## src/rtl/gcce_pkg.sv

```systemverilog
// Shared types and constants for the grid circle cell enumerator.
// Holds the request and result payload structs and the register codes.
// Used by the front end, back end, top level and checker; depends on nothing.
package gcce_pkg;

  localparam int COORD_W     = 18;
  localparam int INDEX_W     = 12;
  localparam int SHIFT_W     = 4;
  localparam int DIM_REG_W   = 7;
  localparam int CFG_DATA_W  = 7;
  localparam int CFG_INDEX_W = 2;

  localparam int SHIFT_MIN   = 3;
  localparam int SHIFT_MAX   = 12;
  localparam int SHIFT_RESET = 8;
  localparam int DIM_RESET   = 64;
  localparam int RESULT_CAP  = 64;

  // Lengths are scaled so that half a cell and 0.72 of a cell are whole numbers.
  // The test becomes 625 * (ex^2 + ez^2) < (25 * r + 18 * cell)^2.
  localparam int TH_R_MUL    = 25;
  localparam int TH_CELL_MUL = 18;
  localparam int DIST_SQ_MUL = 625;
  localparam int DIST_MUL_W  = 10;

  typedef enum logic [CFG_INDEX_W-1:0] {
    CFG_CELL_SHIFT = 2'd0,
    CFG_GRID_COLS  = 2'd1,
    CFG_GRID_ROWS  = 2'd2
  } cfg_reg_t;

  typedef struct packed {
    logic [COORD_W-1:0] center_x;
    logic [COORD_W-1:0] center_z;
    logic [COORD_W-1:0] query_radius;
  } in_t;

  typedef struct packed {
    logic [INDEX_W-1:0] cell_index;
    logic               last_cell;
  } out_t;

endpackage

```

## src/rtl/gcce_front.sv

```systemverilog
// Front end: accepts query requests, clamps them and works out the cell window.
// Produces one job per request for the queue; uses gcce_pkg.
module gcce_front #(
  parameter int MAX_GRID_DIM = 64,
  parameter int MAX_SPAN     = 8
) (
  input  logic                                   clk,
  input  logic                                   rst_n,
  input  logic                                   in_valid,
  output logic                                   in_stall,
  input  gcce_pkg::in_t                          in_data,
  input  logic [gcce_pkg::SHIFT_W-1:0]           sh,
  input  logic [$clog2(MAX_GRID_DIM+1)-1:0]      cols,
  input  logic [$clog2(MAX_GRID_DIM+1)-1:0]      rows,
  output logic                                   job_valid,
  input  logic                                   job_full,
  output logic [gcce_pkg::COORD_W-1:0]           job_px,
  output logic [gcce_pkg::COORD_W-1:0]           job_pz,
  output logic [$clog2(MAX_GRID_DIM+1)-1:0]      job_x0,
  output logic [$clog2(MAX_GRID_DIM+1)-1:0]      job_x1,
  output logic [$clog2(MAX_GRID_DIM+1)-1:0]      job_z0,
  output logic [$clog2(MAX_GRID_DIM+1)-1:0]      job_z1,
  output logic [gcce_pkg::INDEX_W-1:0]           job_rb,
  output logic [2*($clog2((MAX_SPAN-1)/2+2)+gcce_pkg::SHIFT_MAX+6)-1:0] job_tsq
);

  localparam int DIM_W   = $clog2(MAX_GRID_DIM + 1);
  localparam int RAD_C   = (MAX_SPAN - 1) / 2;
  localparam int RC_W    = $clog2(RAD_C + 2);
  localparam int R_W     = RC_W + gcce_pkg::SHIFT_MAX;
  localparam int T_W     = R_W + 6;
  localparam int TSQ_W   = 2 * T_W;
  localparam int CW      = gcce_pkg::COORD_W;
  localparam int S_W     = CW + 1;
  localparam int MAP_W   = DIM_W + gcce_pkg::SHIFT_MAX;
  localparam int CL_W    = (MAP_W > CW) ? MAP_W : CW;
  localparam int RB_W    = 2 * DIM_W;

  function automatic logic [CW-1:0] clamp_coord(input logic [CW-1:0] p,
                                                input logic [DIM_W-1:0] n,
                                                input logic [gcce_pkg::SHIFT_W-1:0] s);
    logic [CL_W-1:0] lim;
    lim = (CL_W'(n) << s) - CL_W'(1);
    return (CL_W'(p) > lim) ? CW'(lim) : p;
  endfunction

  function automatic logic [DIM_W-1:0] win_edge(input logic [S_W-1:0] v,
                                                input logic [DIM_W-1:0] n);
    logic [DIM_W-1:0] nm1;
    nm1 = n - DIM_W'(1);
    return (v > S_W'(nm1)) ? nm1 : DIM_W'(v);
  endfunction

  logic              a_v_r, b_v_r, c_v_r;
  logic              f_adv, accept;
  logic [CW-1:0]     px_a_r, pz_a_r, px_b_r, pz_b_r, px_c_r, pz_c_r;
  logic [R_W-1:0]    r_a_r, r_max, r_sat;
  logic [DIM_W-1:0]  x0_b_r, x1_b_r, z0_b_r, z1_b_r;
  logic [DIM_W-1:0]  x0_c_r, x1_c_r, z0_c_r, z1_c_r;
  logic [DIM_W-1:0]  x0_nxt, x1_nxt, z0_nxt, z1_nxt;
  logic [T_W-1:0]    t_b_r, t_nxt;
  logic [TSQ_W-1:0]  tsq_c_r;
  logic [gcce_pkg::INDEX_W-1:0] rb_c_r;
  logic [S_W-1:0]    lo_x, hi_x, lo_z, hi_z;

  assign f_adv    = !c_v_r || !job_full;
  assign in_stall = !f_adv;
  assign accept   = in_valid && f_adv;

  always_comb begin
    r_max = R_W'(RAD_C) << sh;
    r_sat = (in_data.query_radius > CW'(r_max)) ? r_max : R_W'(in_data.query_radius);
  end

  always_comb begin
    lo_x = (px_a_r >= CW'(r_a_r)) ? ({1'b0, px_a_r - CW'(r_a_r)} >> sh) : '0;
    hi_x = ({1'b0, px_a_r} + S_W'(r_a_r)) >> sh;
    lo_z = (pz_a_r >= CW'(r_a_r)) ? ({1'b0, pz_a_r - CW'(r_a_r)} >> sh) : '0;
    hi_z = ({1'b0, pz_a_r} + S_W'(r_a_r)) >> sh;
    x0_nxt = win_edge(lo_x, cols);
    x1_nxt = win_edge(hi_x, cols);
    z0_nxt = win_edge(lo_z, rows);
    z1_nxt = win_edge(hi_z, rows);
    t_nxt  = T_W'(r_a_r) * T_W'(gcce_pkg::TH_R_MUL) + (T_W'(gcce_pkg::TH_CELL_MUL) << sh);
  end

  always_ff @(posedge clk) begin
    if (!rst_n) begin
      a_v_r <= 1'b0;
      b_v_r <= 1'b0;
      c_v_r <= 1'b0;
    end else if (f_adv) begin
      a_v_r <= accept;
      b_v_r <= a_v_r;
      c_v_r <= b_v_r;
    end
  end

  always_ff @(posedge clk) begin
    if (f_adv) begin
      px_a_r  <= clamp_coord(in_data.center_x, cols, sh);
      pz_a_r  <= clamp_coord(in_data.center_z, rows, sh);
      r_a_r   <= r_sat;
      px_b_r  <= px_a_r;
      pz_b_r  <= pz_a_r;
      x0_b_r  <= x0_nxt;
      x1_b_r  <= x1_nxt;
      z0_b_r  <= z0_nxt;
      z1_b_r  <= z1_nxt;
      t_b_r   <= t_nxt;
      px_c_r  <= px_b_r;
      pz_c_r  <= pz_b_r;
      x0_c_r  <= x0_b_r;
      x1_c_r  <= x1_b_r;
      z0_c_r  <= z0_b_r;
      z1_c_r  <= z1_b_r;
      tsq_c_r <= TSQ_W'(t_b_r) * TSQ_W'(t_b_r);
      rb_c_r  <= gcce_pkg::INDEX_W'(RB_W'(z0_b_r) * RB_W'(cols));
    end
  end

  assign job_valid = c_v_r;
  assign job_px    = px_c_r;
  assign job_pz    = pz_c_r;
  assign job_x0    = x0_c_r;
  assign job_x1    = x1_c_r;
  assign job_z0    = z0_c_r;
  assign job_z1    = z1_c_r;
  assign job_rb    = rb_c_r;
  assign job_tsq   = tsq_c_r;

endmodule

```

## config.mk

```make
export PLATFORM = sky130hd
export DESIGN_NAME = gcce_front
export DESIGN_NICKNAME = d
export VERILOG_FILES = /design/src/rtl/gcce_pkg.sv /design/src/rtl/gcce_front.sv
export SDC_FILE = /design/constraint.sdc
export NUM_CORES = 2
export LEC_CHECK = 0
export ABC_CLOCK_PERIOD_IN_PS = 26700
export BUFFER_PORTS_ARGS = -buffer_cell sky130_fd_sc_hd__buf_4
export CORE_ASPECT_RATIO = 0.75
export CORE_MARGIN = 3
export CORE_UTILIZATION = 62
export DETAILED_ROUTE_END_ITERATION = 7
export PLACE_DENSITY = 0.79
export SLEW_MARGIN = 20
export SYNTH_ARGS = -nofsm -noshare
export SYNTH_HDL_FRONTEND = slang
export SYNTH_SLANG_ARGS = --single-unit
```

## constraint.sdc

```tcl
create_clock -name clk -period 26.7 [get_ports clk]
set_input_delay 5.34 -clock clk [delete_from_list [all_inputs] [get_ports clk]]
set_output_delay 5.34 -clock clk [all_outputs]
set_load 0.01 [all_outputs]
```

# Word level (Yosys, flattened, before mapping)
# Index checks and enable logic that the tools add are counted.
dict set report totals {
  register_bits 257
  in_bits 76
}
dict set report classes {
  order_cmp 9
  mux 9
  multipliers 3
  shift 8
  reduce_logical 5
  addsub 9
}
# op n
set op_table {}
lappend op_table {{$gt 19x7->1} 4}
lappend op_table {{$mul 21x21->42} 1}
lappend op_table {{$add 18x15->19} 2}
lappend op_table {{$gt 18x19->1} 2}
lappend op_table {{$mux 19} 2}
lappend op_table {{$shl 7x4->19} 2}
lappend op_table {{$shr 18x4->19} 2}
lappend op_table {{$shr 19x4->19} 2}
lappend op_table {{$sub 19x1->19 const B} 2}
lappend op_table {{$ge 18x15->1} 2}
lappend op_table {{$mux 18} 2}
lappend op_table {{$sub 18x15->18} 2}
lappend op_table {{$mux 7} 4}
lappend op_table {{$add 20x21->21} 1}
lappend op_table {{$shl 5x4->21 const A} 1}
lappend op_table {{$mul 15x5->20 const B} 1}
lappend op_table {{$gt 18x15->1} 1}
lappend op_table {{$mux 15} 1}
lappend op_table {{$shl 2x4->15 const A} 1}
lappend op_table {{$sub 7x1->7 const B} 2}
lappend op_table {{$mul 7x7->12} 1}
lappend op_table {{$logic_not 1->1} 3}
lappend op_table {{$logic_and 1x1->1} 1}
lappend op_table {{$logic_or 1x1->1} 1}

# Logic depth before layout (Yosys ltp)
dict set report depth {
  depth_word 5
  mapped_depth 29
}

# Worst setup path before layout
# No wires, ideal clock.
dict set report synth_timing {
  path_kind {input-to-output}
  startpoint {input job_full}
  endpoint {output in_stall}
  path_slack_ns 9.743
  arrival_ns 11.617
  stages 2
  n_path_buf 0
  t_required_ns 21.360
  cell_sequence {nand2_1 -> inv_1}
}
dict set report synth_via {
  elab_chain_cells 3
}
# element line
set synth_lines {}
lappend synth_lines {{from (decl)} gcce_front.sv:16} ;# input logic job_full,
lappend synth_lines {{$logic_not 1->1} gcce_front.sv:66} ;# assign f_adv = !c_v_r || !job_full;
lappend synth_lines {{$logic_or 1x1->1} gcce_front.sv:66}
lappend synth_lines {{$logic_not 1->1} gcce_front.sv:67} ;# assign in_stall = !f_adv;
lappend synth_lines {{to (decl)} gcce_front.sv:10} ;# output logic in_stall,
# No other way between the ends.

# Final worst setup path
# Ends and elaborated chain as after synthesis.

==> flow_metrics.tcl <==
set metrics [dict create \
    dieArea_um2 60000 \
    finalCriticalPeriod_ns 11.61 \
    worst_path_most_repeated_cell "buf_4" \
    drt-total-wl_um 91400 \
    drc 0 \
    relSlewSlack_pct 22.2 \
    final_layout_size_suffix_gt1_share_pct 9.73 \
    synthXorXnorAreaFrac_pct 3.91 \
    min_path_type "register to register" \
    clk_latency_ns 0.60 \
    vias 27600 \
    worst-slew-pin-transition_ns 1.15 \
    async_flop_share_pct 0 \
    setup_viol 0 \
    cts_root_buffer "clkbuf_16" \
    path_max_fanout 40 \
    synthDistinctLibCells 93 \
    nets 4632 \
    numCtsBuffers 29 \
    yosys.area_share.simple_pct 12.9 \
    clkTransAtPathRegs_ns 0.06 \
    area_delta_synth_final_pct 7.96 \
    use_met1_pct 43.1 \
    crit_arrival_ns 6.27 \
    yosys-top-cells-area "edfxtp_1 21%, fa_1 21%, ha_1 13%, inv_1 6.4%, mux2i_1 3.5%" \
    synth_area_leader_cell "edfxtp_1" \
    use_met2_pct 50.0 \
    ctsHoldBuffers 0 \
    antenna_found_initial 0 \
    nFillCells 4451 \
    ant_nets 0 \
    cts.htree.levels 1 \
    final_max_slew_viol_count 0 \
    path_cells "buf_4 > nand2_4 > inv_1 > buf_4" \
    grt.overflow.total 0 \
    grt_usage_pct 30.8 \
    io-pin-count 196 \
    critPathLaunchType "input pin" \
    synthesis.area_per_instance_um2 9.48 \
    dpl.hpwl_um 72000 \
    syn_inst 3730 \
    antenna_cells 0 \
    final_common_cell "inv_1" \
    hold_viol 0 \
    synth_area_um2 35400 \
    synth_top_family_by_area "adder cells" \
    ctsResizeCount 0 \
    grt_max_degree 89 \
    synth_edf_count 253 \
    synth_compound_area_share_pct 12.7 \
    io_buffers 194 \
    globalplace.congestion 0.999 \
    max_stage_delay_ns 0.39 \
    drt_iter0_drc 2460 \
    grt-busiest-layer "met2" \
    yosys.area.top_type_share_pct 21.5 \
    coreArea_um2 56100 \
    worstPathRequired_ns 21.36 \
    crit_type "input pin to primary output" \
    post-cts-setup-buffers 0 \
    skew_ns 0.0154 \
    die_w_um 282 \
    die_h_um 213 \
    synth_ff_type "edfxtp_1" \
    max_freq_ghz 0.0862 \
    cp-end-kind "primary output" \
    worst_path_max_delay_cell "nand2_4" \
    drv_cap 0 \
    grt_pass1_wl_um 147000 \
    vias_per_cell 6.05 \
    yosys_register_bits 256 \
    yosysSeqAreaShare_pct 21.7 \
    status "finished clean" \
    muxShareOfSynthArea_pct 6.41 \
    ctsLongestPathBuffers 3 \
    grt_pass1_vias 27300 \
    setup_tns_ns 0 \
    avgRoutedWirePerCell_um 20.0 \
    yosys.area_share.adder_pct 34.0 \
    grt_use_met3_pct 4.32 \
    syn-num-nets 4550 \
    rows 75 \
    yosysWarnings 0 \
    clock-sinks 256 \
    initial_utilization_pct 63.0 \
    rsz0062_at_grt "no" \
    period_share_pct 43.5 \
    cts_tree "done" \
    layout_common_cells "601 x inv_1, 381 x ha_1, 363 x fa_1" \
    first_pass_iters 6 \
]
==> sequential cells by signal (all words and copies together), names as in the netlist, 12 cells and up <==
name / flops
job_pz: 18
pz_a_r: 18
job_rb: 12
job_tsq: 41
px_a_r: 18
pz_b_r: 18
px_b_r: 18
t_b_r: 21
r_a_r: 15
job_px: 18
==> metal layers <==
metal	wire length [um]	share of wire [%]
met1	39000	43
met2	41600	45
met3	7450	8.2
met4	3430	3.7
met5	0	0
==> cell type report <==
type	instances	area, um2	share of cell area (%)
clock buffer	32	737	1.93
clock inverter	20	199	0.521
inverter	606	2270	5.96
multi-input combinational	2703	24800	64.9
sequential	256	7660	20.1
tap	731	915	2.40
timing repair buffer	216	1630	4.26
==> through the flow <==
step	hold slack [ns]	util [%]	instances	setup WS, ns	area (um2)
4_1_cts	0.395	68.0	4564	15.05	38200
2_1_floorplan	0.400	-	3730	9.74	35400
6_report	0.415	68.0	4564	15.09	38200
3_3_place_gp	0.402	66.3	4512	15.12	37200
5_1_grt	0.421	68.0	4564	14.97	38200
3_5_place_dp	0.405	66.3	4512	15.05	37200
==> worst max-delay path, delay by kind of cell <==
family / cells / cell delay, ns
buffers and inverters: 3 / 0.53
AND/OR/NAND/NOR: 1 / 0.39
==> worst paths after layout <==
kind / slack, ns / startpoint / cells after the start / end
min: 0.41 / pz_b_r[6]$_DFFE_PN_ / 0 / job_pz[6]$_DFFE_PN_
min reg2reg: 0.41 / pz_b_r[6]$_DFFE_PN_ / 0 / job_pz[6]$_DFFE_PN_
max: 15.09 / job_full / 4 / in_stall
max reg2reg: 18.23 / t_b_r[13]$_DFFE_PN_ / 25 / job_tsq[40]$_DFFE_PN_
==> cells by family (layout without fill, tap and decap cells) <==
group           after synthesis  after routing
buf+inv                     771            874
other cells                   1              1
mux                         195            195
xor+xnor                    158            158
simple gates                944            944
compound gates              661            661
flops                       256            256
fa+ha+maj                   744            744
==> synthesized netlist by cell type (all sizes together) (37+ instances only) <==
master    n
a21oi   179
xor2     42
o21ai    99
fa      363
nand2b   41
nor3     55
and2    126
edfxtp  253
inv     604
nand3    47
xnor2   116
ha      381
nor2    216
nand2   299
mux2     51
a21o     45
nor2b    39
o21a     37
clkbuf  117
a211oi   45
buf      48
mux2i   124
Power is not shown: default switching activity piles up to over one toggle a cycle in this logic, so the estimate is an artifact.
