<file path="src/rtl/gcce_pkg.sv">
// Shared types and constants for the grid circle cell enumerator.
// Holds the request and result payload structs and the register codes.
// Used by the front end, back end, top level and checker; depends on nothing.
package gcce_pkg;

  localparam int COORD_W     = 18;
  localparam int INDEX_W     = 12;
  localparam int SHIFT_W     = 4;
  localparam int DIM_REG_W   = 7;
  localparam int CFG_DATA_W  = 7;
  localparam int CFG_INDEX_W = 2;

  localparam int SHIFT_MIN   = 3;
  localparam int SHIFT_MAX   = 12;
  localparam int SHIFT_RESET = 8;
  localparam int DIM_RESET   = 64;
  localparam int RESULT_CAP  = 64;

  // Lengths are scaled so that half a cell and 0.72 of a cell are whole numbers.
  // The test becomes 625 * (ex^2 + ez^2) < (25 * r + 18 * cell)^2.
  localparam int TH_R_MUL    = 25;
  localparam int TH_CELL_MUL = 18;
  localparam int DIST_SQ_MUL = 625;
  localparam int DIST_MUL_W  = 10;

  typedef enum logic [CFG_INDEX_W-1:0] {
    CFG_CELL_SHIFT = 2'd0,
    CFG_GRID_COLS  = 2'd1,
    CFG_GRID_ROWS  = 2'd2
  } cfg_reg_t;

  typedef struct packed {
    logic [COORD_W-1:0] center_x;
    logic [COORD_W-1:0] center_z;
    logic [COORD_W-1:0] query_radius;
  } in_t;

  typedef struct packed {
    logic [INDEX_W-1:0] cell_index;
    logic               last_cell;
  } out_t;

endpackage

</file>
<file path="src/rtl/gcce_back.sv">
// Back end: walks each window, tests one cell per cycle unless stalled, in a
// four-stage distance pipeline and emits the passing cells; uses gcce_pkg.
module gcce_back #(
  parameter int MAX_GRID_DIM = 64,
  parameter int MAX_SPAN     = 8
) (
  input  logic                                   clk,
  input  logic                                   rst_n,
  input  logic                                   job_valid,
  output logic                                   job_pop,
  input  logic [gcce_pkg::COORD_W-1:0]           job_px,
  input  logic [gcce_pkg::COORD_W-1:0]           job_pz,
  input  logic [$clog2(MAX_GRID_DIM+1)-1:0]      job_x0,
  input  logic [$clog2(MAX_GRID_DIM+1)-1:0]      job_x1,
  input  logic [$clog2(MAX_GRID_DIM+1)-1:0]      job_z0,
  input  logic [$clog2(MAX_GRID_DIM+1)-1:0]      job_z1,
  input  logic [gcce_pkg::INDEX_W-1:0]           job_rb,
  input  logic [2*($clog2((MAX_SPAN-1)/2+2)+gcce_pkg::SHIFT_MAX+6)-1:0] job_tsq,
  input  logic [gcce_pkg::SHIFT_W-1:0]           sh,
  input  logic [$clog2(MAX_GRID_DIM+1)-1:0]      cols,
  output logic                                   out_valid,
  input  logic                                   out_stall,
  output gcce_pkg::out_t                         out_data
);

  localparam int DIM_W  = $clog2(MAX_GRID_DIM + 1);
  localparam int RC_W   = $clog2((MAX_SPAN - 1) / 2 + 2);
  localparam int TSQ_W  = 2 * (RC_W + gcce_pkg::SHIFT_MAX + 6);
  localparam int CW     = gcce_pkg::COORD_W;
  localparam int IW     = gcce_pkg::INDEX_W;
  localparam int E_W    = DIM_W + gcce_pkg::SHIFT_MAX + 2;
  localparam int SQ_W   = 2 * E_W;
  localparam int SUM_W  = SQ_W + 1;
  localparam int PROD_W = SUM_W + gcce_pkg::DIST_MUL_W;
  localparam int CMP_W  = (PROD_W > TSQ_W) ? PROD_W : TSQ_W;
  localparam int CNT_W  = $clog2(gcce_pkg::RESULT_CAP + 1);

  logic             active_r, load, issue, adv, x_end, z_end;
  logic [DIM_W-1:0] x_r, z_r, jx0_r, jx1_r, jz1_r;
  logic [IW-1:0]    rb_r;
  logic [CW-1:0]    jpx_r, jpz_r;
  logic [TSQ_W-1:0] jtsq_r;

  logic [E_W-1:0]   xs, zs, half;
  logic             v1_r, v2_r, v3_r, v4_r;
  logic signed [E_W-1:0]  ex1_r, ez1_r;
  logic signed [SQ_W-1:0] sqx2_r, sqz2_r;
  logic [SUM_W-1:0]  sum3_r;
  logic [PROD_W-1:0] prod4_r;
  logic [IW-1:0]     idx1_r, idx2_r, idx3_r, idx4_r;
  logic              end1_r, end2_r, end3_r, end4_r;
  logic [TSQ_W-1:0]  tsq1_r, tsq2_r, tsq3_r, tsq4_r;

  logic              pend_valid_r, pend_valid_nxt;
  logic              pend_final_r, pend_final_nxt;
  logic [IW-1:0]     pend_idx_r, pend_idx_nxt;
  logic [CNT_W-1:0]  cnt_r, cnt_nxt;
  logic              out_valid_r, out_valid_nxt;
  gcce_pkg::out_t    out_data_r, out_data_nxt, emit_data;
  logic              emit, out_free, tail_pass;

  assign load    = !active_r && job_valid;
  assign job_pop = load;
  assign issue   = active_r && adv;
  assign x_end   = (x_r == jx1_r);
  assign z_end   = (z_r == jz1_r);

  always_ff @(posedge clk) begin
    if (!rst_n) begin
      active_r <= 1'b0;
    end else if (load) begin
      active_r <= 1'b1;
    end else if (issue && x_end && z_end) begin
      active_r <= 1'b0;
    end
  end

  always_ff @(posedge clk) begin
    if (load) begin
      x_r    <= job_x0;
      z_r    <= job_z0;
      rb_r   <= job_rb;
      jx0_r  <= job_x0;
      jx1_r  <= job_x1;
      jz1_r  <= job_z1;
      jpx_r  <= job_px;
      jpz_r  <= job_pz;
      jtsq_r <= job_tsq;
    end else if (issue) begin
      if (x_end) begin
        x_r  <= jx0_r;
        z_r  <= z_r + 1'b1;
        rb_r <= rb_r + IW'(cols);
      end else begin
        x_r <= x_r + 1'b1;
      end
    end
  end

  // Offset from the query center to the cell midpoint, in world units.
  always_comb begin
    half = (E_W'(1) << sh) >> 1;
    xs   = E_W'(x_r) << sh;
    zs   = E_W'(z_r) << sh;
  end

  always_ff @(posedge clk) begin
    if (!rst_n) begin
      v1_r <= 1'b0;
      v2_r <= 1'b0;
      v3_r <= 1'b0;
      v4_r <= 1'b0;
    end else if (adv) begin
      v1_r <= issue;
      v2_r <= v1_r;
      v3_r <= v2_r;
      v4_r <= v3_r;
    end
  end

  always_ff @(posedge clk) begin
    if (adv) begin
      ex1_r   <= $signed(xs + half - E_W'(jpx_r));
      ez1_r   <= $signed(zs + half - E_W'(jpz_r));
      idx1_r  <= rb_r + IW'(x_r);
      end1_r  <= x_end && z_end;
      tsq1_r  <= jtsq_r;
      sqx2_r  <= ex1_r * ex1_r;
      sqz2_r  <= ez1_r * ez1_r;
      idx2_r  <= idx1_r;
      end2_r  <= end1_r;
      tsq2_r  <= tsq1_r;
      sum3_r  <= {1'b0, sqx2_r} + {1'b0, sqz2_r};
      idx3_r  <= idx2_r;
      end3_r  <= end2_r;
      tsq3_r  <= tsq2_r;
      prod4_r <= PROD_W'(sum3_r) * PROD_W'(gcce_pkg::DIST_SQ_MUL);
      idx4_r  <= idx3_r;
      end4_r  <= end3_r;
      tsq4_r  <= tsq3_r;
    end
  end

  // One passing cell is held back so that the final one can carry last_cell.
  always_comb begin
    out_free       = !out_valid_r || !out_stall;
    adv            = out_free && !pend_final_r;
    tail_pass      = v4_r && (CMP_W'(prod4_r) < CMP_W'(tsq4_r)) &&
                     (cnt_r < CNT_W'(gcce_pkg::RESULT_CAP));
    emit           = 1'b0;
    emit_data      = '{cell_index: pend_idx_r, last_cell: 1'b0};
    pend_valid_nxt = pend_valid_r;
    pend_final_nxt = pend_final_r;
    pend_idx_nxt   = pend_idx_r;
    cnt_nxt        = cnt_r;
    if (out_free) begin
      if (pend_final_r) begin
        emit                = 1'b1;
        emit_data.last_cell = 1'b1;
        pend_valid_nxt      = 1'b0;
        pend_final_nxt      = 1'b0;
      end else if (v4_r) begin
        if (tail_pass) begin
          cnt_nxt = cnt_r + 1'b1;
          emit    = pend_valid_r;
          if (end4_r) begin
            cnt_nxt = '0;
            if (pend_valid_r) begin
              pend_idx_nxt   = idx4_r;
              pend_final_nxt = 1'b1;
            end else begin
              emit      = 1'b1;
              emit_data = '{cell_index: idx4_r, last_cell: 1'b1};
            end
          end else begin
            pend_idx_nxt   = idx4_r;
            pend_valid_nxt = 1'b1;
          end
        end else if (end4_r) begin
          emit                = pend_valid_r;
          emit_data.last_cell = 1'b1;
          pend_valid_nxt      = 1'b0;
          cnt_nxt             = '0;
        end
      end
    end
    out_valid_nxt = out_free ? emit : out_valid_r;
    out_data_nxt  = emit ? emit_data : out_data_r;
  end

  always_ff @(posedge clk) begin
    if (!rst_n) begin
      pend_valid_r <= 1'b0;
      pend_final_r <= 1'b0;
      cnt_r        <= '0;
      out_valid_r  <= 1'b0;
    end else begin
      pend_valid_r <= pend_valid_nxt;
      pend_final_r <= pend_final_nxt;
      cnt_r        <= cnt_nxt;
      out_valid_r  <= out_valid_nxt;
    end
  end

  always_ff @(posedge clk) begin
    pend_idx_r <= pend_idx_nxt;
    out_data_r <= out_data_nxt;
  end

  assign out_valid = out_valid_r;
  assign out_data  = out_data_r;

endmodule

</file>
<file path="config.mk">
export PLATFORM = sky130hd
export DESIGN_NAME = gcce_back
export DESIGN_NICKNAME = d
export VERILOG_FILES = /design/src/rtl/gcce_pkg.sv /design/src/rtl/gcce_back.sv
export SDC_FILE = /design/constraint.sdc
export NUM_CORES = 2
export LEC_CHECK = 0
export ABC_AREA = 1
export CORE_ASPECT_RATIO = 0.75
export CORE_MARGIN = 2
export CORE_UTILIZATION = 50
export CTS_BUF_LIST = sky130_fd_sc_hd__clkbuf_4
export DETAILED_ROUTE_END_ITERATION = 6
export DONT_BUFFER_PORTS = 1
export PLACE_DENSITY = 0.63
export SLEW_MARGIN = 20
export SYNTH_ARGS = -nofsm -noshare
export SYNTH_HDL_FRONTEND = slang
export SYNTH_SLANG_ARGS = --single-unit
</file>
<file path="constraint.sdc">
create_clock -name clk -period 19 [get_ports clk]
set_input_delay 4.75 -clock clk [delete_from_list [all_inputs] [get_ports clk]]
set_output_delay 4.75 -clock clk [all_outputs]
set_load 0.005 [all_outputs]
</file>
# Word level (Yosys, flattened, before mapping)
# Index checks and enable logic that the tools add are counted.
word_totals:
  ff_bits: 607
  in_bits: 133
  output_inout_bits: 15
  elab_cells: 126
classes:
  addsub: 10
  multipliers: 3
  magnitude_cmp: 2
  n_eq_ne: 4
  n_shift: 3
  n_mux: 41
  bitwise: 1
  n_reduce_logical: 23
op_table:
  columns: ["op", "n"]
  rows:
  - ["multiplier 21 x 21 -> 42 bit", 2]
  - ["two-way mux 12 bit", 7]
  - ["two-way mux 7 bit", 9]
  - ["less-than comparator 53 x 42 -> 1 bit", 1]
  - ["multiplier 43 x 10 -> 53 bit (second input constant)", 1]
  - ["two-way mux 13 bit", 4]
  - ["adder 42 x 42 -> 43 bit", 1]
  - ["adder 21 x 20 -> 21 bit", 2]
  - ["left shift 7 x 4 -> 21 bit", 2]
  - ["subtractor 21 x 18 -> 21 bit", 2]
  - ["adder 12 x 7 -> 12 bit", 2]
  - ["adder 7 x 1 -> 7 bit (second input constant)", 3]
  - ["two-way mux 1 bit", 21]
  - ["left shift 1 x 4 -> 21 bit (first input constant)", 1]
  - ["== test 7 bit", 2]
  - ["nonzero test 2 bit", 5]
  - ["logical AND 1 bit", 8]
  - ["AND reduction 4 bit", 2]
  - ["less-than comparator 7 bit (second input constant)", 1]
  - ["AND reduction 5 bit", 1]
  - ["logical NOT 1 bit", 4]
  - ["inequality test 3 bit (second input constant)", 1]
  - ["nonzero test 3 bit", 1]
  - ["inequality test 2 x 1 -> 1 bit (second input constant)", 1]
  - ["other kinds (3)", 3]

# Depth between registers and ports, before layout
logic_depth:
  word_depth: 8
  mapped_depth: 28
  ltp_nobuf: 26

# Worst setup path after synthesis
# OpenSTA, ideal clock, no wires.
synth_path:
  path_type: "input -> register"
  from: "input out_stall"
  to: "register rb_r[0] (enable)"
  setup_ns: 0.421
  arrival_ns: 13.406
  required_ns: 18.579
  path_slack_ns: 5.173
  cell_stages: 7
  n_path_buf: 0
  path_cell_list: "nand2_1 > inv_2 > nor2_4 > inv_2 > nor2_1 > inv_1 > o21ai_0"
synth_between:
  elab_chain_cells: 6
synth_lines:
  columns: ["item", "line_no", "text"]
  rows:
  - ["from (decl)", "gcce_back.sv:22", "input logic out_stall,"]
  - ["logical NOT 1 bit", "gcce_back.sv:146", "out_free = !out_valid_r || !out_stall;"]
  - ["logical OR 1 bit", "gcce_back.sv:146", null]
  - ["logical AND 1 bit", "gcce_back.sv:147", "adv = out_free && !pend_final_r;"]
  - ["net adv", "gcce_back.sv:38", "logic active_r, load, issue, adv, x_end, z_end;"]
  - ["logical AND 1 bit", "gcce_back.sv:64", "assign issue = active_r && adv;"]
  - ["nonzero test 2 bit (no line)", null, null]
  - ["AND reduction 2 bit (no line)", null, null]
  - ["to (signal assigned)", "gcce_back.sv:82", "rb_r <= job_rb;"]
  - ["to (signal assigned)", "gcce_back.sv:93", "rb_r <= rb_r + IW'(cols);"]
  - ["to (decl)", "gcce_back.sv:40", "logic [IW-1:0] rb_r;"]
# The timed path passes the listed nets, and every way through them passes these cells.
# A chain may end at the register's enable or synchronous reset.

# Worst setup path after layout
layout_path:
  from: "input job_valid"
  to: "output job_pop"
layout_between:
  elab_chain_cells: 1
layout_lines:
  columns: ["item", "line_no", "text"]
  rows:
  - ["from (decl)", "gcce_back.sv:9", "input logic job_valid,"]
  - ["logical AND 1 bit", "gcce_back.sv:62", "assign load = !active_r && job_valid;"]
  - ["to (decl)", "gcce_back.sv:10", "output logic job_pop,"]
# Every way passes these cells.

==> metrics.txt <==
global route overflow 0; startpoint types primary input; Initial Util 0.504; CP arrival 5.30 ns; clk sinks 605; CTS tree built; DIE WIDTH 423 um; Critical Path Max Stage Delay 0.43 ns; H-tree levels 4; sequential area share after synthesis 0.273; flops & latches, synth 605; Main synth FF type edfxtp_1; Num CTS Buffers 161; Tmin final 10.05 ns; WHS Endpoint idx3_r[6]; Fin Setup TNS 0 ns; CTS max path bufs 3; Worst Reg2Reg Path Length in Cells 21; DIE AREA 135000 um^2; top area cells in the synthesized netlist fa_1 (30%), edfxtp_1 (27%), inv_1 (11%); EDFF count, synth 590; dpl cells 8629; Vias 44900; delay-heaviest family, CP buffers and inverters; RR Startpoint ez1_r[20]; core area 131000 um^2; Max transition margin 0.239; # setup viols final 0; drt drc 0; hold path cells 0; number of hold buffers added after CTS 0; Clk pin slew, worst setup/hold paths 0.07 ns; final core occ 0.535; Total Routing Usage GR 0.249; Iter 0 DRT Violations 3079; Syn Inst Count 6936; Final nets 8706; Worst R2R Setup Slack 11.68 ns; first-pass GRT wire length 261000 um; io pins 148; crit path cell chain nand2_1 -> inv_6; Vias/cell 5.04; critical path class in2out; number of global-route vias before repair 47500; Final period util 0.529; Cell variety after synth 58; layout cells sized above 1 0.0512; Port Buffers 0; Crit path depth 2; fin. max-slew vios 0; fmax 99.5 MHz; Max Cap Viol 0; hold_sp idx2_r[6]; post-route ant nets 0; clk_lat worst skew 1.17 ns; post-synthesis cell area 65900 um^2; area leader, netlist fa_1; outcome completed; estimated wirelength of the detail-placed design 135000 um; Routed WL 162000 um; Post-synth ARST share 0; Final Hold Viols 0; post-CTS resize count 0; Crit. End Element output port; initial antenna violation count 12; Crit-path slowest cell inv_6; largest net degree at the start of global routing 69; syn nets 8602; Post-Syn Area per Cell 9.51 um^2; top cell type's share of synthesized area 0.296; GPL Wtd Cong 0.943; worst path buffer plus inverter count 1; Worst EP required 14.25 ns; final std cells w/o fill 8905; # rows 115; clk_skew 0.114 ns; wire per inst 18.2 um; setup bufs post-CTS 0; worst slew pin tran 1.14 ns; DIE HEIGHT 318 um; root buffer cell clkbuf_4; Ys Warns 0; synthesis-to-layout area growth 6.23%; RSZ-0062 raised after global routing no; Pre-antenna DRT Iters 6; HP Class reg2reg; reg-to-reg critical path endpoint sqz2_r[40]; CP Max Fanout 40
cells by family (layout without fill, tap and decap cells):
| family | count (synthesis) | after routing | synth area share |
|---|---|---|---|
| AO/OA/AOI/OAI | 731 | 731 | 0.0641 |
| XOR/XNOR | 269 | 269 | 0.0357 |
| adder cells (fa/ha/maj) | 1533 | 1533 | 0.402 |
| buffers and inverters | 1998 | 2196 | 0.114 |
| flip-flops | 605 | 605 | 0.273 |
| other | 0 | 16 | 0 |
| AND/OR/NAND/NOR | 1800 | 1800 | 0.111 |
cell usage in the layout (no fill, tap or decap), drive strengths merged, types with 38 or more instances in the layout:
cell and count:
a21oi 312, a31oi 42, buf 51, clkbuf 216, edfxtp 590, fa 975, ha 558, inv 1892
nand2 1118, nand3 151, nor2 413, nor3 38, o21ai 222, o21bai 48, xnor2 92, xor2 177
layer usage:
layer	up-vias	GRT usage	part of all wire
met4	8	0.0521	0.015
li1	21600	-	-
met1	21900	0.366	0.47
met2	1239	0.380	0.44
met3	164	0.0543	0.071
met5	-	0	0.00036
area by class of cell:
| class | count | area, um^2 |
|---|---|---|
| fill | 12200 | 60900 |
| multi-input combinational | 4333 | 40400 |
| sequential | 605 | 18000 |
| inverter | 1888 | 7090 |
| tap | 1755 | 2200 |
| clock buffer | 216 | 1620 |
| timing repair buffer | 51 | 413 |
| clock inverter | 41 | 258 |
| antenna | 16 | 40.0 |
sequential cells by signal (all words and copies together), names as in the netlist, 13 cells and up:
signal    count
prod4_r      53
sum3_r       43
jtsq_r       42
tsq1_r       42
tsq2_r       42
tsq3_r       42
tsq4_r       42
sqx2_r       41
sqz2_r       41
ex1_r        21
ez1_r        21
jpx_r        18
jpz_r        18
out_data     13
worst max path at each step:
stage                     startpoint      end  slack [ns]
after floorplan            out_stall  rb_r[0]        5.17
after global placement     job_valid  job_pop        8.96
after detailed placement   job_valid  job_pop        8.94
after CTS                  job_valid  job_pop        8.94
after global routing       job_valid  job_pop        8.91
final                      job_valid  job_pop        8.95
cells in the mapped netlist, drive strengths merged, types with 48 or more instances:
cell,count
a21oi,312
clkbuf,94
edfxtp,590
fa,975
ha,558
inv,1885
nand2,1118
nand3,151
nor2,413
o21ai,222
o21bai,48
xnor2,92
xor2,177
stage by stage:
stage          worst slack (ns)  hold WS, ns  cell area [um^2]
6_report                   8.95        0.342             70000
5_1_grt                    8.91        0.394             70000
4_1_cts                    8.94        0.350             70000
3_5_place_dp               8.94        0.405             68100
3_3_place_gp               8.96        0.402             68100
2_1_floorplan              5.17        0.400             65900
Power is left out: the tool's default activity adds up to more than one toggle a clock period on the data nets, which glitch-free logic cannot reach.
