[src/rtl/gcce_queue.sv]
// Short first-in first-out queue of flat words between the front and back ends.
// Generic width and depth; depends on nothing.
module gcce_queue #(
  parameter int W     = 8,
  parameter int DEPTH = 2
) (
  input  logic         clk,
  input  logic         rst_n,
  input  logic         push_valid,
  output logic         push_full,
  input  logic [W-1:0] push_data,
  output logic         pop_valid,
  input  logic         pop,
  output logic [W-1:0] pop_data
);

  localparam int PTR_W = (DEPTH > 1) ? $clog2(DEPTH) : 1;
  localparam int CNT_W = $clog2(DEPTH + 1);

  logic [W-1:0]     mem_r [DEPTH];
  logic [PTR_W-1:0] wr_ptr_r, rd_ptr_r;
  logic [CNT_W-1:0] cnt_r;
  logic             do_push, do_pop;

  assign push_full = (cnt_r == CNT_W'(DEPTH));
  assign pop_valid = (cnt_r != '0);
  assign do_push   = push_valid && !push_full;
  assign do_pop    = pop && pop_valid;
  assign pop_data  = mem_r[rd_ptr_r];

  always_ff @(posedge clk) begin
    if (!rst_n) begin
      wr_ptr_r <= '0;
      rd_ptr_r <= '0;
      cnt_r    <= '0;
    end else begin
      if (do_push) begin
        wr_ptr_r <= (wr_ptr_r == PTR_W'(DEPTH - 1)) ? '0 : wr_ptr_r + 1'b1;
      end
      if (do_pop) begin
        rd_ptr_r <= (rd_ptr_r == PTR_W'(DEPTH - 1)) ? '0 : rd_ptr_r + 1'b1;
      end
      if (do_push && !do_pop) begin
        cnt_r <= cnt_r + 1'b1;
      end else if (do_pop && !do_push) begin
        cnt_r <= cnt_r - 1'b1;
      end
    end
  end

  always_ff @(posedge clk) begin
    if (do_push) begin
      mem_r[wr_ptr_r] <= push_data;
    end
  end

endmodule

[config.mk]
export PLATFORM = sky130hd
export DESIGN_NAME = gcce_queue
export DESIGN_NICKNAME = d
export VERILOG_FILES = /design/src/rtl/gcce_queue.sv
export SDC_FILE = /design/constraint.sdc
export NUM_CORES = 1
export LEC_CHECK = 0
export BUFFER_PORTS_ARGS = -buffer_cell sky130_fd_sc_hd__buf_2
export CORE_MARGIN = 2
export CORE_UTILIZATION = 52
export DETAILED_ROUTE_END_ITERATION = 6
export PLACE_DENSITY = 0.89
export SETUP_SLACK_MARGIN = 0.1
export SYNTH_ARGS = -nofsm -noshare
export SYNTH_HDL_FRONTEND = slang
export SYNTH_SLANG_ARGS = --single-unit
[constraint.sdc]
create_clock -name clk -period 3.4 [get_ports clk]
set_input_delay 0.51 -clock clk [delete_from_list [all_inputs] [get_ports clk]]
set_output_delay 0.51 -clock clk [all_outputs]
set_load 0.005 [all_outputs]
# Yosys cells after proc, flatten, opt, wreduce, memory -nomap -nowiden
# Memories as Yosys holds them, arrays and structs flattened. A register that Yosys moved wholly into a read port is not among the register bits.
# Index checks and enable logic that the tools add are counted.
[word_totals]
reg_bits = 4
ram_bits = 16
input_bits = 12
out_inout_bits = 10
word_cells = 26
n_memories = 1
[classes]
add_sub_neg = 4
eq_ne = 1
n_mux = 8
reduce_logical = 9
[memory_table]
columns = ["name", "depth", "word_bits", "read_ports", "rd_clocked_by_memory_dff", "wr", "line_no", "text"]
rows = [
  ["mem_r", 2, 8, 1, 1, 1, "20", "logic [W-1:0] mem_r [DEPTH];"],
]
[op_table]
columns = ["cell", "count"]
rows = [
  ["two-way mux 1 bit", 6],
  ["logical AND 1 bit", 4],
  ["two-way mux 2 bit", 2],
  ["nonzero test 2 bit", 2],
  ["zero test 1 bit", 3],
  ["adder 1 bit (second input constant)", 2],
  ["adder 2 x 1 -> 2 bit (second input constant)", 1],
  ["== test 2 bit (second input constant)", 1],
  ["subtractor 2 x 1 -> 2 bit (second input constant)", 1],
]

# Logic depth before layout (Yosys ltp)
# Gate-level depths: netlist of run 1.
[depth]
ltp_word = 7
depth_mapped = 7
ltp_nobuf = 7

# Least setup slack after synthesis of run 1
# No wires, ideal clock.
[synth_path]
path_kind = "input -> register"
startpoint = "in pop"
endpoint = "reg cnt_r[1]"
setup_time_ps = 70
arrival_time_ps = 1439
t_required_ps = 3330
slack_ps = 1892
cell_stages = 4
path_buffers = 0
cell_sequence = "o21ai_0 > ha_1 > or3_1 > a21oi_1"
[synth_via]
elab_chain_cells = 4
elab_cells_between_ends = 6
cone_classes = "mux: 1; reduce/logical: 5"
[synth_rtl]
columns = ["element", "line_no", "text"]
rows = [
  ["start, declared", "13", "input logic pop,"],
  ["logical AND 1 bit (*)", "28", "assign do_pop = pop && pop_valid;"],
  ["zero test 1 bit", "43", "if (do_push && !do_pop) begin"],
  ["logical AND 1 bit", "43", ""],
  ["two-way mux 2 bit / nonzero test 2 bit (equally long branches)", "n/a", ""],
  ["end signal, assigned", "44", "cnt_r <= cnt_r + 1'b1;"],
  ["end signal, assigned", "46", "cnt_r <= cnt_r - 1'b1;"],
  ["end, declared", "22", "logic [CNT_W-1:0] cnt_r;"],
]
# Mark *: on every way between the ends. The rest lies on a longest branch, timed or not.
# A chain may end at the register's enable or synchronous reset.

==> reports/metrics.csv, run 1 <==
stage;metric;value;unit
clock_tree;path_clk_slew;0.11;ns
grt;overflow;0;
grt;gr-usage-all-layers;0.1554;
clock_tree;cts_hold_buf;0;
synth;yosys.area_share.adder;0.01553;
synth;synth_edf_count;16;
status;status;finished, final reports clean;
clock_tree;cts_buffers;3;
floorplanning;coreArea;0.001471;mm2
power;powerDensity;698.9;mW/mm2
clock_tree;clockBufferDepth;2;
synth;synth_top_area_share;0.5963;
synth;yosys-top-cells-count;16 x edfxtp_1, 8 x mux2_2, 5 x dfxtp_1;
route;postRouteAntennaNets;0;
synth;syn_inst;51;
timing;worst_slew_pin_slew;0.6737;ns
setup_path;crit_path_end_kind;output port;
floorplanning;start_util;0.5476;
setup_path;critPathRequiredTime;2.89;ns
timing;finalSetupTns;0;ns
timing;clock.fmax;541.9;MHz
finish;fillers;122;
finish;antenna_cells;0;
timing;fin_crit_sh;0.5428;
clock_tree;cts_sinks;21;
synth;synth-compound-area-share;0.03727;
synth;ys_top_cells_by_area;edfxtp_1 60%, dfxtp_1 12%, mux2_2 11%;
timing;finalWorstSetupSlack;1.554;ns
floorplanning;io_pins;22;
run;cap_violations;0;
synth;yosysSeqAreaShare;0.7205;
grt;antenna_found_initial;0;
synth;syn_nets;64;
grt;grt_pass1_wl;2021;um
timing;rsz0062_at_grt;no;
route;drt_first_pass_iters;3;
timing;report.final.slew_viol_count;0;
clock_tree;tritoncts;yes;
synth;synth.cell_area;805.8;um2
setup_path;cp.arrival;1.34;ns
finish;syn_to_final_growth;18.32;%
floorplanning;die_y;43.37;um
route;num_vias;456;
floorplanning;die_area;0.001881;mm2
floorplanning;rows;14;
finish;multi_input_area;209.0;um2
power;ir_drop;0.4013;mV
synth;ys_types;17;
setup_path;r2r_setup_slack;1.78;ns
setup_path;path_max_fanout;8;
timing;finalHoldViolCount;0;
placement;place.detailed.hpwl;943.1;um
timing;min_period;1.846;ns
synth;synth-simple-area-share;0.06211;
timing;maxSlewHeadroom;0.5485;
setup_path;cp-start-kind;flop;
clock_tree;clock_latency;0.30;ns
setup_path;crit_type;flop to output port;
finish;drive_above_1_share;0.4667;
finish;finish.utilization;0.6480;
synth;ys_warn_count;0;
synth;synth-seq-cells;21;
power;p_total;666.3;uW
worst_hold_path;hp-class;input port to flop;
route;first_iter_violations;8;
synth;synth_top_family_by_area;multiplexers;
placement;place_congestion;0.7175;
synth;synth_mux_area_frac;0.1118;
placement;port_buffers;21;
clock_tree;postCtsResizedCells;0;
synth;synth_flop_cell;edfxtp_1;
synth;synthArstFlopShare;0;
synth;syn_avg_cell_area;15.80;um2
clock_tree;cts_root_buffer;clkbuf_4;
power;leakage;0.3950;nW
route;drc;0;
route;via_per_inst;5.011;
timing;holdWs;0.3901;ns
synth;yosysMostFrequentCell;edfxtp_1;
finish;fin_nets;89;
grt;grt_pass1_vias;464;
clock_tree;h-tree-depth;1;
route;wire_per_inst;14.13;um
finish;register_area;580.6;um2
placement;dpl_worst_slack;1.701;ns
clock_tree;cts_setup_buffers;0;
synth;synth_top_area_cell;edfxtp_1;
synth;synth-xor-area-share;0.03261;
route;routed_wl;1286;um
grt;grt_max_degree;13;
timing;finClkSkew;0.008661;ns
floorplanning;die_w;43.37;um
timing;setup_violations;0;
## report_power, final
part	switching [mW]	total, mW	internal (mW)
clock network	0.0702	0.114	0.0438
logic	0.0867	0.190	0.103
registers	0.0346	0.362	0.328
total	0.192	0.666	0.475
## sequential cells by signal, summed over array words and instances (netlist names), named ones only
name and flops:
wr_ptr_r 1, mem_r 16, cnt_r 2, rd_ptr_r 1
## per-layer routing
layer	wire (um)	vias up	track usage
li1	-	235	-
met1	584	205	0.1823
met2	626	14	0.2597
met3	60	2	0.03750
met4	14	0	0.09091
met5	0	-	0
## worst paths after layout
check,depth (start not counted),startpoint,to
setup / recovery,2,flop,pop_data[6]
hold / removal,1,push_data[1],mem_r[1][1]
setup reg to reg,4,cnt_r[0],cnt_r[1]
hold reg to reg,2,cnt_r[1],cnt_r[1]
## kinds of logic (layout without fill, tap and decap cells)
| kind of cell | count (synthesis) | in the layout |
|---|---|---|
| flip-flops | 21 | 21 |
| AND/OR/NAND/NOR | 9 | 9 |
| multiplexers | 8 | 8 |
| AO/OA/AOI/OAI | 5 | 5 |
| buffers and inverters | 4 | 28 |
| XOR/XNOR | 3 | 3 |
| adder cells (fa/ha/maj) | 1 | 1 |
## cells in the final DEF (no fill, tap or decap)
cell | netlist | final
or2_2 | 1 | 1
ha_1 | 1 | 1
edfxtp_1 | 16 | 16
a21boi_0 | 1 | 1
clkbuf_4 | 0 | 3
mux2_2 | 8 | 8
nor3_2 | 1 | 1
or3_1 | 1 | 1
dfxtp_1 | 5 | 5
clkinv_2 | 0 | 1
nand2b_1 | 1 | 1
a21oi_1 | 1 | 1
buf_2 | 1 | 21
inv_1 | 3 | 3
nor2_1 | 4 | 4
and3_1 | 1 | 1
xor2_1 | 3 | 3
o21ai_0 | 2 | 2
o21a_1 | 1 | 1
## critical path: stages, from the launching register on
cell,delay (ns)
dfxtp_1,0.54
mux2_2,0.38
buf_2,0.13
## stage by stage
step	instance area, um2	std cells
final	953.4	91
after global routing	953.4	91
after CTS	953.4	91
after detailed placement	925.9	87
after global placement	925.9	87
after floorplan	805.8	51
## cell type report
class	instances	share of cell area
clock buffer	3	0.02362
clock inverter	1	0.005249
inverter	3	0.01181
multi-input combinational	26	0.2192
sequential	21	0.6089
tap	16	0.02100
timing repair buffer	21	0.1102
Power figures use the tool's default switching activity.
==> run 2, diff against run 1 <==
- CORE_UTILIZATION: 52 -> 44
- PLACE_DENSITY: 0.89 -> 0.82
- clock period: 3.4 -> 1.64 ns (I/O delays scaled with it)
==> run 2 against run 1 <==
- non-clock buffer count is 3 higher
- power rose by 120%
- sequential power is 110% higher
- worst setup slack worse by 1.4 ns
- routed wire length decreased by 4.1%
- via count increased by 7.2%
- count of clock-buffer cells in the layout unchanged
- combinational power increased by 140%
- critical path type is now flop to flop
==> reports/metrics.csv, run 2 (synthesis results as in run 1) <==
stage;metric;value;unit;change
timing;maxSlewHeadroom;0.7368;;+0.1883
clock_tree;cts_root_buffer;clkbuf_4;;
finish;final_cell_mix;21 x buf_2, 16 x edfxtp_1, 8 x mux2_2;;
route;drt_first_pass_iters;4;;+1
clock_tree;cts_buffers;3;;unchanged
clock_tree;cts_sinks;21;;unchanged
grt;gr-usage-all-layers;0.1307;;-0.02470
timing;clock.fmax;674.5;MHz;
setup_path;slowest_delay;0.37;ns;-0.17 ns
route;routed_wl;1233;um;-4.1%
floorplanning;rows;15;;+1
run;cap_violations;0;;unchanged
power;powerDensity;1442;mW/mm2;+110%
placement;port_buffers;21;;unchanged
grt;antenna_found_initial;0;;unchanged
route;via_per_inst;4.748;;-5.3%
route;first_iter_violations;3;;-5
clock_tree;h-tree-depth;1;;unchanged
setup_path;critPathRequiredTime;1.86;ns;-1.03 ns
finish;regMostFlops;mem_r;;
timing;finalSetupTns;0;ns;unchanged
setup_path;crit_buf_inv;1;;unchanged
timing;min_period;1.483;ns;
timing;setup_violations;0;;unchanged
floorplanning;coreArea;0.001727;mm2;+17%
route;wl_met3;81;um;+35%
power;leakage;0.4125;nW;+4.4%
status;status;finished, final reports clean;;
floorplanning;start_util;0.4667;;-0.08095
timing;report.final.slew_viol_count;0;;unchanged
grt;grt_pass1_vias;499;;+7.5%
power;ir_drop;0.6734;mV;+68%
route;postRouteAntennaNets;0;;unchanged
clock_tree;path_clk_slew;0.11;ns;about the same
route;drc;0;;unchanged
timing;fin_crit_sh;0.9040;;
floorplanning;die_area;0.002190;mm2;+16%
setup_path;critical_path.cell_chain;nand2b_4 > inv_4 > nor2_2 > ha_1 > or3_1 > a21oi_1;;
floorplanning;die_w;46.80;um;+7.9%
setup_path;path_max_fanout;4;;-4
route;m1WireLength;491;um;-16%
timing;rsz0062_at_grt;no;;
finish;final_common_cell;buf_2;;
grt;overflow;0;;unchanged
finish;drive_above_1_share;0.5641;;+0.09744
setup_path;crit_path_end_kind;flop;;
clock_tree;cts_hold_buf;0;;unchanged
clock_tree;clock_latency;0.28;ns;-0.02 ns
finish;largestRegisters;mem_r x16, cnt_r x2;;
route;num_vias;489;;+7.2%
floorplanning;io_pins;22;;unchanged
worst_hold_path;hp-class;input port to flop;;
clock_tree;clockBufferDepth;2;;unchanged
setup_path;cp.arrival;1.70;ns;+0.36 ns
finish;syn_to_final_growth;24.84;%;
setup_path;cpLargestDelayFamily;simple AND/OR/NAND/NOR gates;;
route;dr_wl_met2;652;um;+4.2%
grt;grt_max_degree;13;;unchanged
setup_path;crit_type;flop to flop;;
finish;largest_reg_flops;16;;unchanged
setup_path;crit_path_top_delay_cell;or3_1;;
placement;place.detailed.hpwl;884.3;um;-6.2%
clock_tree;tritoncts;yes;;
grt;grt_pass1_wl;1959;um;-3.1%
route;wire_per_inst;11.97;um;-15%
placement;place_congestion;0.6693;;-6.7%
route;routed.top_layer;met4;;
floorplanning;die_y;46.80;um;+7.9%
timing;finalHoldViolCount;0;;unchanged
finish;finish.utilization;0.5826;;-0.06535
timing;worst_slew_pin_slew;0.3949;ns;-0.2788 ns
setup_path;cp-start-kind;flop;;
finish;fin_nets;92;;+3.4%
timing;finClkSkew;0.001213;ns;-0.007448 ns
finish;antenna_cells;0;;unchanged
==> run 2: cell count changes in the layout (fill, tap and decap cells not counted), sizes merged <==
| cell | delta |
|---|---|
| buf | +3 |
==> run 2: stage by stage <==
stage	instances	setup WS (ns)	power [mW]	hold WS, ns	cell area, um2
2_1_floorplan	51	0.1525	1.012	0.3449	805.8
3_3_place_gp	97	0.1482	1.144	0.4356	944.7
3_5_place_dp	97	0.05940	1.168	0.4376	944.7
4_1_cts	103	0.1181	1.429	0.1333	989.7
5_1_grt	103	0.1030	1.548	0.1220	1006
6_report	103	0.1574	1.451	0.1428	1006
==> run 2: worst reg2reg max path: cells and delay by family, from the launching register on <==
family / cells / cell delay, ns
AOI/OAI and AO/OA: 1 / 0.12
and+or+nand+nor: 3 / 0.55
adders and majority gates: 1 / 0.32
DFF: 1 / 0.35
buffers and inverters: 1 / 0.07
==> run 2: path summary, 6_finish.rpt <==
| check | from | to | slack (ns) | depth (start not counted) |
|---|---|---|---|---|
| setup / recovery | cnt_r[0] | cnt_r[1] | 0.16 | 6 |
| hold / removal | push_data[2] | mem_r[1][2] | 0.14 | 1 |
| setup reg to reg | cnt_r[0] | cnt_r[1] | 0.16 | 6 |
| hold reg to reg | rd_ptr_r | rd_ptr_r | 0.53 | 2 |
==> run 2: layer usage <==
| layer | up-vias | track usage |
|---|---|---|
| li1 | 237 | - |
| met1 | 234 | 0.1294 |
| met2 | 16 | 0.2548 |
| met3 | 2 | 0.03462 |
| met4 | 0 | 0.05000 |
| met5 | - | 0 |
==> run 2: report_power, final <==
group / switching (mW) / internal [mW]
clock: 0.137 / 0.0904
sequential: 0.0732 / 0.689
combinational: 0.201 / 0.260
==> run 2: area by class of cell <==
type / instances / area (um2)
Clock inverter: 1 / 5.005
Clock buffer: 3 / 22.52
Multi-Input combinational cell: 26 / 219.0
Sequential cell: 21 / 586.8
Timing Repair Buffer: 24 / 127.6
Tap cell: 25 / 31.28
Inverter: 3 / 13.76
Fill cell: 151 / 720.7
==> run 2: what timing repair did <==
item / CTS / global route
pin swaps: 0 / 2
resized for setup: 3 / 6
setup endpoints to repair: 9 / 4
setup buffers: 2 / 0
endpoints found under the hold margin: 0 / 0
==> run 3, diff against run 2 <==
- CELL_PAD_IN_SITES_DETAIL_PLACEMENT: not set -> 1
- CELL_PAD_IN_SITES_GLOBAL_PLACEMENT: not set -> 1
- CORE_UTILIZATION: 44 -> 36
==> run 3 against run 2 <==
- combinational power grew 9.8%
- power grew 3.8%
- cell area grew 1.7%
- routed wire length grew 20%
- largest power group unchanged
- highest routed layer unchanged
==> reports/metrics.csv, run 3 (synthesis results as in run 1) <==
stage;metric;value;unit;change
worst_hold_path;hp-class;input port to flop;;
clock_tree;tritoncts;yes;;
power;pwr-share-seq;0.508;;-0.018
clock_tree;h-tree-depth;1;;unchanged
floorplanning;coreArea;0.002170;mm2;+26%
worst_hold_path;hold_path_depth;1;;unchanged
setup_path;cp-start-kind;flop;;
finish;largest_reg_flops;16;;unchanged
grt;overflow;0;;unchanged
finish;finish.utilization;0.4717;;-0.1109
timing;clock.fmax;672.2;MHz;-0.35%
timing;holdWs;0.1344;ns;-0.008356 ns
setup_path;crit_type;flop to flop;;
floorplanning;die_y;51.31;um;+9.6%
run;cap_violations;0;;unchanged
timing;finClkSkew;0.003828;ns;+0.002615 ns
power;ir_drop;0.6685;mV;-0.73%
placement;port_buffers;21;;unchanged
finish;final_common_cell;buf_2;;
setup_path;crit_path_end_kind;flop;;
floorplanning;rows;17;;+2
timing;setup_violations;0;;unchanged
clock_tree;cts_hold_buf;0;;unchanged
finish;syn_to_final_growth;27.02;%;
timing;finalWorstSetupSlack;0.1523;ns;-0.005147 ns
setup_path;r2r_start;cnt_r[0];;
placement;place.detailed.hpwl;1044;um;+18%
finish;fillers;247;;+64%
clock_tree;clockBufferDepth;2;;unchanged
power;leakage;0.4180;nW;+1.3%
grt;grt_pass1_wl;2290;um;+17%
route;first_iter_violations;4;;+1
timing;finalHoldViolCount;0;;unchanged
clock_tree;cts_buffers;3;;unchanged
placement;place_congestion;0.6320;;-5.6%
setup_path;r2r_setup_slack;0.15;ns;about the same
timing;maxSlewHeadroom;0.7416;;+0.004813
floorplanning;start_util;0.3714;;-0.09527
power;p_sw;435.2;uW;+6.0%
route;num_vias;502;;+2.7%
timing;fin_crit_sh;0.9072;;+0.003138
route;via_per_inst;4.648;;-2.1%
finish;fin_nets;94;;+2.2%
power;powerDensity;1472;mW/mm2;+2.0%
clock_tree;path_clk_slew;0.11;ns;about the same
route;drc;0;;unchanged
floorplanning;io_pins;22;;unchanged
clock_tree;clock_latency;0.29;ns;about the same
route;routed_wl;1481;um;+20%
grt;gr-usage-all-layers;0.1263;;-0.004464
grt;antenna_found_initial;0;;unchanged
placement;dpl_worst_slack;0.06124;ns;+0.001841 ns
route;wire_per_inst;13.71;um;+15%
timing;finalSetupTns;0;ns;unchanged
power;netSwitchingFraction;0.2890;;+0.005898
grt;grt_pass1_vias;528;;+5.8%
setup_path;startpoint;cnt_r[0];;
clock_tree;cts_root_buffer;clkbuf_4;;
timing;min_period;1.488;ns;+0.005147 ns
timing;report.final.slew_viol_count;0;;unchanged
worst_hold_path;min_to;mem_r[1][3];;
floorplanning;die_area;0.002633;mm2;+20%
setup_path;critPathRequiredTime;1.87;ns;about the same
setup_path;cp.arrival;1.72;ns;+0.02 ns
floorplanning;die_w;51.31;um;+9.6%
power;p_int;1.071;mW;+3.0%
setup_path;reg2reg_to;cnt_r[1];;
clock_tree;cts_sinks;21;;unchanged
route;postRouteAntennaNets;0;;unchanged
status;status;finished, final reports clean;;
power;p_clk_frac;0.156;;about the same
finish;largestRegisters;mem_r x16, cnt_r x2;;
finish;drive_above_1_share;0.5750;;+0.01090
route;drt_first_pass_iters;4;;unchanged
power;p_total;1.506;mW;+3.8%
timing;worst_slew_pin_slew;0.3876;ns;-0.007220 ns
setup_path;reg2reg_depth;6;;unchanged
grt;grt_max_degree;12;;-1
finish;antenna_cells;0;;unchanged
timing;rsz0062_at_grt;yes;;
power;comb_power_share;0.336;;+0.018
finish;final_cell_mix;21 x buf_2, 16 x edfxtp_1, 8 x mux2_2, 5 x buf_4;;
finish;regMostFlops;mem_r;;
worst_hold_path;min_from;push_data[3];;
setup_path;path_max_fanout;4;;unchanged
## run 3: cell types whose count changed in the layout (fill, tap and decap cells not counted)
cell | previous run | this run
buf_4 | 3 | 5
clkbuf_1 | 0 | 1
clkinv_2 | 1 | 0
ha_1 | 1 | 0
ha_2 | 0 | 1
inv_2 | 0 | 1
inv_4 | 1 | 0
## run 3: worst max-delay path by stage
stage / end / slack [ns]
after global routing: cnt_r[1] / 0.09
final: cnt_r[1] / 0.15
after global placement: cnt_r[1] / 0.15
after CTS: cnt_r[1] / 0.11
after detailed placement: cnt_r[1] / 0.06
after floorplan: cnt_r[1] / 0.15
## run 3: layer usage
layer	routed length (um)	global-route usage	vias to the layer above
li1	-	-	242
met1	603	0.1350	239
met2	764	0.2100	17
met3	77	0.03509	4
met4	36	0.09649	0
met5	0	0	-
## run 3: power by group through the flow
stage / Clock [mW] / Sequential, mW / Combinational [mW]
3_3_place_gp: 0 / 0.754 / 0.408
4_1_cts: 0.247 / 0.749 / 0.468
3_5_place_dp: 0 / 0.762 / 0.429
5_1_grt: 0.267 / 0.784 / 0.555
6_report: 0.235 / 0.765 / 0.506
2_1_floorplan: 0 / 0.723 / 0.289
## run 3: metrics by stage
stage,area (um2),instances
2_1_floorplan,805.8,51
6_report,1023,108
3_5_place_dp,955.9,101
5_1_grt,1023,108
3_3_place_gp,955.9,101
4_1_cts,999.7,107
## run 3: worst max-delay path: stages (launching register included)
cell and delay (ns):
dfxtp_2 0.37, nand2b_4 0.14, inv_2 0.05, nor2_2 0.08, ha_2 0.28, or3_1 0.37
a21oi_1 0.13
## run 3: area by class of cell
cell class              count  area [um2]  area share
well taps                  28       35.03     0.03423
inverters                   3       11.26     0.01100
flip-flops and latches     21       586.8      0.5734
repair buffers             26       142.6      0.1394
clock buffers               4       26.28     0.02567
multi-input cells          26       221.5      0.2164
## run 3: repair_timing
action / 4_1_cts / 5_1_grt
gates resized for setup: 3 / 6
setup endpoints to repair: 9 / 5
pin swaps: 0 / 1
buffers inserted: 2 / 1
